## src/hdl/rau_pkg.sv

```systemverilog
package rau_pkg;

   localparam int WORD_BITS_DEFAULT = 32;
   localparam int QUEUE_DEPTH = 2;

   localparam logic [2:0] OP_ADD = 3'd0;
   localparam logic [2:0] OP_SUB = 3'd1;
   localparam logic [2:0] OP_MUL = 3'd2;
   localparam logic [2:0] OP_DIV = 3'd3;
   localparam logic [2:0] OP_RED = 3'd4;
   localparam logic [2:0] OP_EQ  = 3'd5;
   localparam logic [2:0] OP_NE  = 3'd6;
   localparam logic [2:0] OP_LT  = 3'd7;

   // bundle of classified work handed from front to back
   typedef struct packed {
      logic is_cmp;
      logic truth;
      logic negative;
   } job_ctl_type;

endpackage

```

## src/hdl/rau_front.sv

```systemverilog
// front: forms cross products in turn and classifies the item
module rau_front
   import rau_pkg::*;
#(
   parameter int WORD_BITS = WORD_BITS_DEFAULT
) (
   input  logic                 clock,
   input  logic                 reset,
   input  logic                 in_valid,
   output logic                 in_ready,
   input  logic [2:0]           operation,
   input  logic                 a_negative,
   input  logic [WORD_BITS-1:0] a_numerator,
   input  logic [WORD_BITS-1:0] a_denominator,
   input  logic                 b_negative,
   input  logic [WORD_BITS-1:0] b_numerator,
   input  logic [WORD_BITS-1:0] b_denominator,
   output logic                 out_valid,
   input  logic                 out_ready,
   output job_ctl_type          out_ctl,
   output logic [WORD_BITS-1:0] out_num,
   output logic [WORD_BITS-1:0] out_den
);

   localparam logic [1:0] ST_IDLE = 2'd0;
   localparam logic [1:0] ST_MUL  = 2'd1;
   localparam logic [1:0] ST_FIN  = 2'd2;
   localparam logic [1:0] ST_OUT  = 2'd3;

   logic [1:0]           state_ff, state_in;
   logic [1:0]           step_ff, step_in;
   logic [2:0]           op_ff, op_in;
   logic                 an_ff, an_in, bn_ff, bn_in;
   logic [WORD_BITS-1:0] anum_ff, anum_in, aden_ff, aden_in;
   logic [WORD_BITS-1:0] bnum_ff, bnum_in, bden_ff, bden_in;
   logic [WORD_BITS-1:0] p_ff, p_in, q_ff, q_in, r_ff, r_in;
   job_ctl_type          ctl_ff, ctl_in;
   logic [WORD_BITS-1:0] num_ff, num_in, den_ff, den_in;
   logic [WORD_BITS-1:0] mul_x, mul_y, mul_z;
   logic                 sb, p_gt;

   assign in_ready  = (state_ff == ST_IDLE);
   assign out_valid = (state_ff == ST_OUT);
   assign out_ctl   = ctl_ff;
   assign out_num   = num_ff;
   assign out_den   = den_ff;

   // one shared multiplier, one product per cycle
   always_comb begin
      mul_x = anum_ff;
      mul_y = bden_ff;
      case (step_ff)
         2'd0: begin mul_x = anum_ff; mul_y = bden_ff; end
         2'd1: begin mul_x = bnum_ff; mul_y = aden_ff; end
         2'd2: begin
            mul_x = aden_ff;
            mul_y = (op_ff == OP_DIV) ? bnum_ff : bden_ff;
         end
         default: begin mul_x = anum_ff; mul_y = bnum_ff; end
      endcase
      mul_z = mul_x * mul_y;
   end

   always_comb begin
      state_in = state_ff;
      step_in  = step_ff;
      op_in = op_ff; an_in = an_ff; bn_in = bn_ff;
      anum_in = anum_ff; aden_in = aden_ff; bnum_in = bnum_ff; bden_in = bden_ff;
      p_in = p_ff; q_in = q_ff; r_in = r_ff;
      ctl_in = ctl_ff; num_in = num_ff; den_in = den_ff;
      sb   = (op_ff == OP_SUB) ? ~bn_ff : bn_ff;
      p_gt = p_ff > q_ff;
      case (state_ff)
         ST_IDLE: begin
            if (in_valid) begin
               op_in = operation; an_in = a_negative; bn_in = b_negative;
               anum_in = a_numerator; aden_in = a_denominator;
               bnum_in = b_numerator; bden_in = b_denominator;
               step_in = 2'd0;
               state_in = ST_MUL;
            end
         end
         ST_MUL: begin
            case (step_ff)
               2'd0: p_in = mul_z;
               2'd1: q_in = mul_z;
               2'd2: r_in = mul_z;
               default: p_in = mul_z;
            endcase
            step_in = step_ff + 2'd1;
            // multiply takes a fourth product for the numerator
            if (step_ff == 2'd3 || (step_ff == 2'd2 && op_ff != OP_MUL)) begin
               state_in = ST_FIN;
            end
         end
         ST_FIN: begin
            ctl_in = '0;
            num_in = '0;
            den_in = r_ff;
            case (op_ff)
               OP_ADD, OP_SUB: begin
                  if (an_ff == sb) begin
                     ctl_in.negative = an_ff;
                     num_in = p_ff + q_ff;
                  end else begin
                     num_in = p_gt ? (p_ff - q_ff) : (q_ff - p_ff);
                     ctl_in.negative = an_ff ? p_gt : ~p_gt;
                  end
               end
               OP_MUL, OP_DIV: begin
                  ctl_in.negative = an_ff ^ bn_ff;
                  num_in = p_ff;
               end
               OP_RED: begin
                  ctl_in.negative = an_ff;
                  num_in = anum_ff;
                  den_in = aden_ff;
               end
               OP_EQ, OP_NE: begin
                  ctl_in.is_cmp = 1'b1;
                  den_in = '0;
                  ctl_in.truth = ((an_ff == bn_ff) && (anum_ff == bnum_ff)
                                  && (aden_ff == bden_ff)) ^ (op_ff == OP_NE);
               end
               default: begin
                  ctl_in.is_cmp = 1'b1;
                  den_in = '0;
                  if (an_ff != bn_ff) ctl_in.truth = an_ff;
                  else if (an_ff) ctl_in.truth = p_gt;
                  else ctl_in.truth = p_ff < q_ff;
               end
            endcase
            state_in = ST_OUT;
         end
         default: begin
            if (out_ready) state_in = ST_IDLE;
         end
      endcase
   end

   always_ff @(posedge clock) begin
      if (reset) begin
         state_ff <= ST_IDLE;
      end else begin
         state_ff <= state_in;
      end
      step_ff <= step_in;
      op_ff <= op_in; an_ff <= an_in; bn_ff <= bn_in;
      anum_ff <= anum_in; aden_ff <= aden_in; bnum_ff <= bnum_in; bden_ff <= bden_in;
      p_ff <= p_in; q_ff <= q_in; r_ff <= r_in;
      ctl_ff <= ctl_in; num_ff <= num_in; den_ff <= den_in;
   end

endmodule

```

## src/hdl/rau_queue.sv

```systemverilog
// short fifo between front and back
module rau_queue
   import rau_pkg::*;
#(
   parameter int WORD_BITS = WORD_BITS_DEFAULT
) (
   input  logic                 clock,
   input  logic                 reset,
   input  logic                 in_valid,
   output logic                 in_ready,
   input  job_ctl_type          in_ctl,
   input  logic [WORD_BITS-1:0] in_num,
   input  logic [WORD_BITS-1:0] in_den,
   output logic                 out_valid,
   input  logic                 out_ready,
   output job_ctl_type          out_ctl,
   output logic [WORD_BITS-1:0] out_num,
   output logic [WORD_BITS-1:0] out_den
);

   localparam int EW = $bits(job_ctl_type) + 2 * WORD_BITS;

   logic [EW-1:0] mem_ff [QUEUE_DEPTH];
   logic          wp_ff, wp_in, rp_ff, rp_in;
   logic [1:0]    cnt_ff, cnt_in;
   logic          push, pop;

   assign in_ready  = (cnt_ff != 2'(QUEUE_DEPTH));
   assign out_valid = (cnt_ff != 2'd0);
   assign push = in_valid & in_ready;
   assign pop  = out_valid & out_ready;
   assign {out_ctl, out_num, out_den} = mem_ff[rp_ff];

   always_comb begin
      wp_in  = push ? ~wp_ff : wp_ff;
      rp_in  = pop ? ~rp_ff : rp_ff;
      cnt_in = cnt_ff + {1'b0, push} - {1'b0, pop};
   end

   always_ff @(posedge clock) begin
      if (reset) begin
         wp_ff <= 1'b0; rp_ff <= 1'b0; cnt_ff <= 2'd0;
      end else begin
         wp_ff <= wp_in; rp_ff <= rp_in; cnt_ff <= cnt_in;
      end
      if (push) mem_ff[wp_ff] <= {in_ctl, in_num, in_den};
   end

   a_no_overflow: assert property (@(posedge clock) disable iff (reset)
      cnt_ff <= 2'(QUEUE_DEPTH)) else $error("queue count overflow");
   a_pop_moves: assert property (@(posedge clock) disable iff (reset)
      pop && !push |=> rp_ff != $past(rp_ff)) else $error("read pointer stuck");
   a_empty_when_zero: assert property (@(posedge clock) disable iff (reset)
      cnt_ff == 2'd0 |-> !out_valid) else $error("valid while empty");

endmodule

```

## src/hdl/rau_back.sv

```systemverilog
// back: euclid gcd by restoring remainder, then two quotient divisions
module rau_back
   import rau_pkg::*;
#(
   parameter int WORD_BITS = WORD_BITS_DEFAULT
) (
   input  logic                 clock,
   input  logic                 reset,
   input  logic                 in_valid,
   output logic                 in_ready,
   input  job_ctl_type          in_ctl,
   input  logic [WORD_BITS-1:0] in_num,
   input  logic [WORD_BITS-1:0] in_den,
   output logic                 out_valid,
   input  logic                 out_ready,
   output logic                 res_negative,
   output logic [WORD_BITS-1:0] res_numerator,
   output logic [WORD_BITS-1:0] res_denominator,
   output logic                 truth,
   output logic                 fault
);

   localparam int CW = $clog2(WORD_BITS + 1);
   localparam int IW = $clog2(WORD_BITS);
   localparam logic [2:0] ST_IDLE = 3'd0;
   localparam logic [2:0] ST_GCD  = 3'd1;
   localparam logic [2:0] ST_QN   = 3'd2;
   localparam logic [2:0] ST_QD   = 3'd3;
   localparam logic [2:0] ST_OUT  = 3'd4;

   logic [2:0]           state_ff, state_in;
   job_ctl_type          ctl_ff, ctl_in;
   logic [WORD_BITS-1:0] num_ff, num_in, den_ff, den_in;
   logic [WORD_BITS-1:0] x_ff, x_in, y_ff, y_in;
   logic [WORD_BITS-1:0] rem_ff, rem_in, quo_ff, quo_in;
   logic [CW-1:0]        bit_ff, bit_in;
   logic                 busy_ff, busy_in;
   logic [WORD_BITS:0]   trial;
   logic [WORD_BITS-1:0] dividend, divisor;
   logic [IW-1:0]        bit_idx;
   logic                 fit;

   assign in_ready  = (state_ff == ST_IDLE);
   assign out_valid = (state_ff == ST_OUT);
   assign res_negative    = ctl_ff.negative;
   assign res_numerator   = num_ff;
   assign res_denominator = den_ff;
   assign truth = ctl_ff.truth;
   assign fault = ctl_ff.is_cmp ? 1'b0 : (x_ff == '0);

   // one restoring divide step per cycle, shared by gcd and quotients
   always_comb begin
      dividend = (state_ff == ST_GCD) ? x_ff : ((state_ff == ST_QN) ? num_ff : den_ff);
      divisor  = (state_ff == ST_GCD) ? y_ff : x_ff;
      bit_idx  = IW'(bit_ff - CW'(1));
      trial = {rem_ff, dividend[bit_idx]} - {1'b0, divisor};
      fit   = ~trial[WORD_BITS];
   end

   always_comb begin
      state_in = state_ff; ctl_in = ctl_ff; num_in = num_ff; den_in = den_ff;
      x_in = x_ff; y_in = y_ff; rem_in = rem_ff; quo_in = quo_ff;
      bit_in = bit_ff; busy_in = busy_ff;
      case (state_ff)
         ST_IDLE: begin
            if (in_valid) begin
               ctl_in = in_ctl; num_in = in_num; den_in = in_den;
               x_in = in_num; y_in = in_den;
               busy_in = 1'b0;
               state_in = in_ctl.is_cmp ? ST_OUT : ST_GCD;
            end
         end
         ST_GCD: begin
            if (y_ff == '0) begin
               if (x_ff == '0) begin
                  num_in = '0; den_in = '0; ctl_in.negative = 1'b0;
                  state_in = ST_OUT;
               end else begin
                  state_in = ST_QN;
                  rem_in = '0; quo_in = '0; bit_in = CW'(WORD_BITS);
               end
            end else if (!busy_ff) begin
               busy_in = 1'b1; rem_in = '0; bit_in = CW'(WORD_BITS);
            end else begin
               rem_in = fit ? trial[WORD_BITS-1:0] : {rem_ff[WORD_BITS-2:0],
                        dividend[bit_idx]};
               bit_in = bit_ff - CW'(1);
               if (bit_ff == CW'(1)) begin
                  x_in = y_ff; y_in = rem_in; busy_in = 1'b0;
               end
            end
         end
         ST_QN, ST_QD: begin
            rem_in = fit ? trial[WORD_BITS-1:0] : {rem_ff[WORD_BITS-2:0],
                     dividend[bit_idx]};
            quo_in = {quo_ff[WORD_BITS-2:0], fit};
            bit_in = bit_ff - CW'(1);
            if (bit_ff == CW'(1)) begin
               rem_in = '0; bit_in = CW'(WORD_BITS);
               if (state_ff == ST_QN) begin
                  num_in = quo_in; state_in = ST_QD;
               end else begin
                  den_in = quo_in; state_in = ST_OUT;
               end
            end
         end
         default: begin
            if (out_ready) state_in = ST_IDLE;
         end
      endcase
   end

   always_ff @(posedge clock) begin
      if (reset) begin
         state_ff <= ST_IDLE;
         busy_ff  <= 1'b0;
      end else begin
         state_ff <= state_in;
         busy_ff  <= busy_in;
      end
      ctl_ff <= ctl_in; num_ff <= num_in; den_ff <= den_in;
      x_ff <= x_in; y_ff <= y_in; rem_ff <= rem_in; quo_ff <= quo_in;
      bit_ff <= bit_in;
   end

   a_cmp_no_fault: assert property (@(posedge clock) disable iff (reset)
      out_valid && ctl_ff.is_cmp |-> !fault && res_numerator == '0)
      else $error("comparison carries arithmetic result");
   a_arith_no_truth: assert property (@(posedge clock) disable iff (reset)
      out_valid && !ctl_ff.is_cmp |-> !truth) else $error("truth on arithmetic");
   a_fault_zero: assert property (@(posedge clock) disable iff (reset)
      out_valid && fault |-> res_numerator == '0 && res_denominator == '0
      && !res_negative) else $error("fault with nonzero result");

endmodule

```

## src/hdl/rational_arithmetic_unit.sv

```systemverilog
// channel | dir | tdata fields (low bit first)                     | tuser
// req_    | in  | a_num, a_den, b_num, b_den                        | op, a_neg, b_neg
// rsp_    | out | res_numerator, res_denominator                    | neg, truth, fault
//
// front forms three cross products, four for multiply (shared multiplier, one product a cycle)
// back runs euclid with one remainder bit a cycle, then two quotient divisions by the
// gcd for numerator and denominator; comparisons skip euclid and the quotients
// synchronous active-high reset clears the state registers and queue pointers, queue empties
// each side stalls alone; the two-entry queue absorbs a stalled rsp_ side
module rational_arithmetic_unit
   import rau_pkg::*;
#(
   parameter int WORD_BITS = WORD_BITS_DEFAULT
) (
   input  logic                   clock,
   input  logic                   reset,
   input  logic                   req_tvalid,
   output logic                   req_tready,
   // a_numerator, a_denominator, b_numerator, b_denominator
   input  logic [4*WORD_BITS-1:0] req_tdata,
   // operation[2:0], a_negative, b_negative
   input  logic [4:0]             req_tuser,
   output logic                   rsp_tvalid,
   input  logic                   rsp_tready,
   // res_numerator, res_denominator
   output logic [2*WORD_BITS-1:0] rsp_tdata,
   // res_negative, truth, fault
   output logic [2:0]             rsp_tuser
);

   logic                 f_valid, f_ready, q_valid, q_ready;
   job_ctl_type          f_ctl, q_ctl;
   logic [WORD_BITS-1:0] f_num, f_den, q_num, q_den, r_num, r_den;
   logic                 r_neg, r_truth, r_fault;

   rau_front #(.WORD_BITS(WORD_BITS)) u_front (
      .clock, .reset,
      .in_valid(req_tvalid), .in_ready(req_tready),
      .operation(req_tuser[2:0]), .a_negative(req_tuser[3]),
      .a_numerator(req_tdata[WORD_BITS-1:0]),
      .a_denominator(req_tdata[2*WORD_BITS-1:WORD_BITS]),
      .b_negative(req_tuser[4]),
      .b_numerator(req_tdata[3*WORD_BITS-1:2*WORD_BITS]),
      .b_denominator(req_tdata[4*WORD_BITS-1:3*WORD_BITS]),
      .out_valid(f_valid), .out_ready(f_ready),
      .out_ctl(f_ctl), .out_num(f_num), .out_den(f_den)
   );

   rau_queue #(.WORD_BITS(WORD_BITS)) u_queue (
      .clock, .reset,
      .in_valid(f_valid), .in_ready(f_ready),
      .in_ctl(f_ctl), .in_num(f_num), .in_den(f_den),
      .out_valid(q_valid), .out_ready(q_ready),
      .out_ctl(q_ctl), .out_num(q_num), .out_den(q_den)
   );

   rau_back #(.WORD_BITS(WORD_BITS)) u_back (
      .clock, .reset,
      .in_valid(q_valid), .in_ready(q_ready),
      .in_ctl(q_ctl), .in_num(q_num), .in_den(q_den),
      .out_valid(rsp_tvalid), .out_ready(rsp_tready),
      .res_negative(r_neg), .res_numerator(r_num), .res_denominator(r_den),
      .truth(r_truth), .fault(r_fault)
   );

   assign rsp_tdata = {r_den, r_num};
   assign rsp_tuser = {r_fault, r_truth, r_neg};

endmodule
```

## config.mk

```make
export PLATFORM = sky130hd
export DESIGN_NAME = rational_arithmetic_unit
export DESIGN_NICKNAME = d
export VERILOG_FILES = /design/src/hdl/rau_pkg.sv /design/src/hdl/rau_front.sv /design/src/hdl/rau_queue.sv /design/src/hdl/rau_back.sv /design/src/hdl/rational_arithmetic_unit.sv
export SDC_FILE = /design/constraint.sdc
export NUM_CORES = 2
export LEC_CHECK = 0
export BUFFER_PORTS_ARGS = -buffer_cell sky130_fd_sc_hd__buf_2
export CAP_MARGIN = 10
export CORE_UTILIZATION = 35
export CTS_BUF_LIST = sky130_fd_sc_hd__clkbuf_4
export DETAILED_ROUTE_END_ITERATION = 6
export PLACE_DENSITY_LB_ADDON = 0.12
export SYNTH_ARGS = -nofsm -noshare
export SYNTH_HDL_FRONTEND = slang
export SYNTH_SLANG_ARGS = --single-unit
```

## constraint.sdc

```tcl
create_clock -name clock -period 8.4 [get_ports clock]
set_clock_uncertainty 0.05 [all_clocks]
set_input_delay 0.84 -clock clock [delete_from_list [all_inputs] [get_ports clock]]
set_output_delay 0.84 -clock clock [all_outputs]
set_load 0.01 [all_outputs]
```

* After elaboration in Yosys (flattened, before gate mapping)
Memories as Yosys holds them, arrays and structs flattened. A register that Yosys moved wholly into a read port is not among the register bits.
Cells that the tools add are included.
** Operators by class
- Add/sub/neg operators :: 8
- Multipliers :: 1
- $lt $le $gt $ge :: 3
- Equal/unequal tests :: 37
- Muxes and demuxes :: 78
- Bitwise gates (word level) :: 10
- Reductions and logical operators :: 39
** Operators by type and width (count)
- two-way mux 32 bit :: 25
- case mux 32 bit (3 select lines) :: 4
- case mux 32 bit (2 select lines) :: 5
- equality test 32 bit :: 2
- zero test 32 bit :: 2
- subtractor 32 bit :: 2
- case mux 31 bit (2 select lines) :: 1
- subtractor 33 x 32 -> 33 bit :: 1
- adder 32 bit :: 1
- greater-than comparator 32 bit :: 1
- < comparator 32 bit :: 1
- multiplier 32 x 32 -> 32 bit :: 1
- two-way mux 31 bit :: 1
- two-way mux 6 bit :: 4
- two-way mux 3 bit :: 7
- two-way mux 1 bit :: 18
- inequality test 2 bit (second input constant) :: 8
- AND reduction 2 bit :: 7
- equality test 3 x 2 -> 1 bit (second input constant) :: 4
- equality test 3 bit (second input constant) :: 4
- case mux 6 bit (2 select lines) :: 1
- AND reduction 6 bit :: 2
- inequality test 2 x 1 -> 1 bit (second input constant) :: 5
- OR reduction 2 bit :: 5
- other kinds (35) :: 64
** Word-level totals
- Flip-flop bits (word level) :: 508
- Memory bits (writable) :: 134
- Bits of input ports :: 137
- Output and inout port bits :: 69
- Logic and storage cells :: 209
- Memories kept :: 1
** Memory list
- u_queue.mem_ff :: depth 2, width 67, read ports 1, clocked after memory_dff 1, wr ports 1, line rau_queue.sv:23 : logic [EW-1:0] mem_ff [QUEUE_DEPTH];

* Logic depth before layout (Yosys ltp)
- Depth after elaboration :: 11
- Gate-level depth with buffers :: 40
- Depth with buffers taken out :: 35

* By module
From an unflattened synthesis, not the netlist that was laid out.
** Unflattened totals
- Cell total of the unflattened synthesis :: 4691
- Area total of the unflattened synthesis :: 49392.4 um^2
** By module, submodules not included
- rau_front :: times used 1, cells an instance 3398, area an instance 32447.4 um^2
- rau_back :: times used 1, cells an instance 1058, area an instance 11747.5 um^2
- rau_queue :: times used 1, cells an instance 232, area an instance 5175.0 um^2
- rational_arithmetic_unit :: times used 1, cells an instance 3, area an instance 22.5 um^2

* Worst setup path after synthesis
No wires, ideal clock.
- Path kind :: reg-to-reg
- Start point :: reg u_front.step_ff[0]
- End point :: reg u_front.p_ff[31], data pin
- Library setup time :: 268 ps
- Data arrival time :: 8904 ps
- Data required time :: 8082 ps
- Setup slack :: -823 ps
- Stages on the path, launching flop included :: 35
- Path buffers :: 3
- Period minus slack after synthesis :: 9223 ps
- Cells stage by stage :: edfxtp_1 > inv_1 > ha_1 > clkbuf_1 > nor2_1 > a311oi_2 > buf_2 > nand2_1 > and2_1 > clkbuf_1 > or2_2 > fa_1 > fa_1 > inv_1 > fa_1 > inv_1 > fa_1 > inv_1 > fa_1 > inv_1 > fa_1 > fa_1 > fa_1 > inv_1 > ha_1 > a21o_1 > a21oi_1 > o21ai_0 > a21oi_1 > or3b_2 > o21ai_0 > nor2_1 > a2111oi_0 > a21oi_1 > xnor2_1
** Between the ends
- Longest elaborated chain between the ends :: 3
- Elaborated cells on any way between the ends :: 6
- Those cells by class :: mul (1); eq/ne (2); mux (2); reduce/logical (1)
** RTL lines
- from (decl) :: line rau_front.sv:31 : logic [1:0] step_ff, step_in;
- from (signal assigned) :: line rau_front.sv:147 : step_ff <= step_in;
- equality test 2 bit, or another cell as far along :: line rau_front.sv:52 : case (step_ff)
- case mux 32 bit (3 select lines) or case mux 32 bit (2 select lines) (tied branches) :: line rau_front.sv:52
- multiplier 32 x 32 -> 32 bit (*) :: line rau_front.sv:61 : mul_z = mul_x * mul_y;
- named net u_front.mul_z[31] :: line rau_front.sv:39 : logic [WORD_BITS-1:0] mul_x, mul_y, mul_z;
- to (signal assigned) :: line rau_front.sv:150 : p_ff <= p_in; q_ff <= q_in; r_ff <= r_in;
- to (decl) :: line rau_front.sv:36 : logic [WORD_BITS-1:0] p_ff, p_in, q_ff, q_in, r_ff, r_in;
Mark *: on every way through the listed nets, which the timed path passes. The rest lies on a longest branch.
A chain may end at the register's enable or synchronous reset.

* Worst setup path in the final report
- Start point :: reg u_front.step_ff[0]
- End point :: reg u_front.r_ff[31], data pin
** Between the ends
- Longest elaborated chain between the ends :: 3
- Elaborated cells on any way between the ends :: 6
- Those cells by class :: mul (1); eq/ne (2); mux (2); reduce/logical (1)
** RTL lines (line)
- equality test 2 bit, or another cell as far along :: rau_front.sv:52
- case mux 32 bit (3 select lines) or case mux 32 bit (2 select lines) (tied branches) :: rau_front.sv:52
- multiplier 32 x 32 -> 32 bit (*) :: rau_front.sv:61
- named net u_front.mul_z[31] :: rau_front.sv:39
- to (signal assigned) :: rau_front.sv:150
- to (decl) :: rau_front.sv:36
Marked as above.

==> impl_metrics.yaml <==
critical_path:
  r2r_cells: 33
  start_kind: "flip-flop"
  crit_family: "adder cells"
  path_depth: 33
  cp.required_ps: 9200
  cp.arrival_ps: 9180
  slowest_stage: "fa_1"
  cpPeakStageDelay_ps: 530
  path_class: "reg2reg"
  worst-path-max-fanout: 7
  end_kind: "flip-flop"
  crit_top_cell: "fa_1"
  cp_num_buf_inv: 9
logic_synthesis:
  synthTopCellsByArea: "edfxtp_1 (39%), fa_1 (17%), ha_1 (6.7%), inv_1 (4.6%), nor2_1 (4.1%)"
  synth_edf_count: 632
  syn_area_um2: 48500
  synth-compound-area-share_pct: 10.3
  synth_ff_type: "edfxtp_1"
  synthArstFlopShare_pct: 0
  synthMuxAreaShare_pct: 5.20
  synth_top_area_cell: "edfxtp_1"
  synth_fp_nets: 5379
  synth_area_per_cell_um2: 10.6
  ys_warn_count: 0
  ys_seq_elements: 643
  synth_commonest_cells: "edfxtp_1 (632), inv_1 (591), nor2_1 (532)"
  synth_most_common_cell: "edfxtp_1"
  synth-xor-area-share_pct: 3.84
  synth-simple-area-share_pct: 10.9
  syn_inst: 4569
  synth_top_family_by_area: "adder cells"
  netlist.area_leader.share_pct: 39.1
  yosysSeqAreaShare_pct: 39.6
  synth.distinct_cells: 81
  synthAdderAreaFrac_pct: 23.7
clocking:
  clk_pin_slew_ps: 70
  clockBufferDepth: 3
  clockRootBuffer: "clkbuf_4"
  cts_tree: "yes"
  clk_latency_ps: 1150
  cts_made_buffers: 175
  cts_htree_levels: 4
  clock_sinks: 643
layout:
  final_nets: 6072
  final_cells: 7184
  layout-drive-gt1-share_pct: 20.0
  area_growth_pct: 20.7
  largest_reg_flops: 134
  regMostFlops: "u_queue.mem_ff"
floorplanning:
  die-area_um2: 140000
  num_rows: 136
  die_w_um: 374
  boundaryPins: 206
  start_util_pct: 35.3
  core_um2: 137000
  die_h_um: 374
place:
  gp_congestion: 0.943
  portBuffers: 205
  dp.cells: 6714
  dp_hpwl_um: 152000
  post-place-ws_ps: -213
sta:
  finalCriticalPeriod_ps: 8370
  max_freq_ghz: 0.119
  worst_slack_ps: 26.3
  finalSetupTns_ps: 0
  rsz0062_at_grt: "true"
  fin_crit_sh_pct: 99.7
  hold_viol: 0
  worst_pin_slew_ps: 1110
  setup_violations: 0
  slew_headroom_pct: 26.0
  slew_violations: 0
  fin_hold_ws_ps: 191
job:
  maxCapViolations: 0
global_routing:
  grt_max_degree: 70
  antenna_found_initial: 5
  first_global_vias: 38700
  track_usage_pct: 26.7
  grt_pass1_wl_um: 269000
  gr-total-overflow: 0
drt:
  drtPass1Iterations: 6
  drc: 0
  dr.first_iter.drc_count: 2755
  drt-vias-per-instance: 5.21
  ant_nets: 0
  drt-total-wl_um: 187000
  vias: 37500
  wl_per_cell_um: 26.1
min_path:
  hold_path_depth: 2
  hold_path_class: "in2reg"
run_status:
  status: "finished, final reports clean"
-- logic make-up after synthesis --
logic type                 Yosys count
xor gates and xnor gates           211
and+or+nand+nor                   1229
DFF                                643
buffers and inverters              804
AOI/OAI and AO/OA                  797
muxes                              212
adders and majority gates          673
-- worst paths after layout --
path | from | slack, ps | endpoint
worst max-delay path | u_front.step_ff[0] | 30 | u_front.r_ff[31]
worst min-delay path | req_tvalid | 190 | u_front.step_ff[1]
worst max register to register | u_front.step_ff[0] | 30 | u_front.r_ff[31]
worst min register to register | u_front.out_num[15] | 330 | u_queue.mem_ff[1][47]
-- area by class of cell --
type                       count  area [um^2]
multi-input combinational   3122        26800
tap                         1794         2240
sequential                   643        19200
clock inverter                37          240
clock buffer                 261         1960
fill                       13400        79000
inverter                     592         2220
antenna                        7         17.5
timing repair buffer         728         5840
-- through the flow --
step	utilization, %	area [um^2]
floorplan	-	48600
global placement	39.4	54200
detailed placement	39.4	54200
CTS	42.2	58100
global route	42.6	58500
finish	42.6	58500
-- cell usage in the layout, fill, tap and decap left out, types with 71 or more instances in the layout --
| cell | n |
|---|---|
| edfxtp_1 | 632 |
| inv_1 | 583 |
| nor2_1 | 509 |
| nand2_1 | 395 |
| fa_1 | 395 |
| buf_4 | 333 |
| clkbuf_4 | 261 |
| ha_1 | 252 |
| a21oi_1 | 224 |
| buf_2 | 205 |
| o21ai_0 | 191 |
| mux2i_1 | 171 |
| xnor2_1 | 152 |
| dlygate4sd3_1 | 136 |
| a22oi_1 | 71 |
-- layer usage --
| layer | part of all wire (%) | global-route usage [%] | wire length, um |
|---|---|---|---|
| met5 | 0.0053 | 0 | 10 |
| met4 | 4.0 | 9.91 | 7430 |
| met3 | 5.0 | 3.34 | 9310 |
| met2 | 49 | 45.4 | 91000 |
| met1 | 42 | 34.6 | 79600 |
-- repair_timing --
item	in CTS	in global routing
endpoints found under the hold margin	144	0
endpoints found under the setup margin	13	30
pin swaps	28	55
cloned	1	3
setup buffers	16	10
hold buffers	136	0
gates resized for setup	56	93
Power is left out: the tool's default activity adds up to more than one toggle a clock period on the data nets, which glitch-free logic cannot reach.
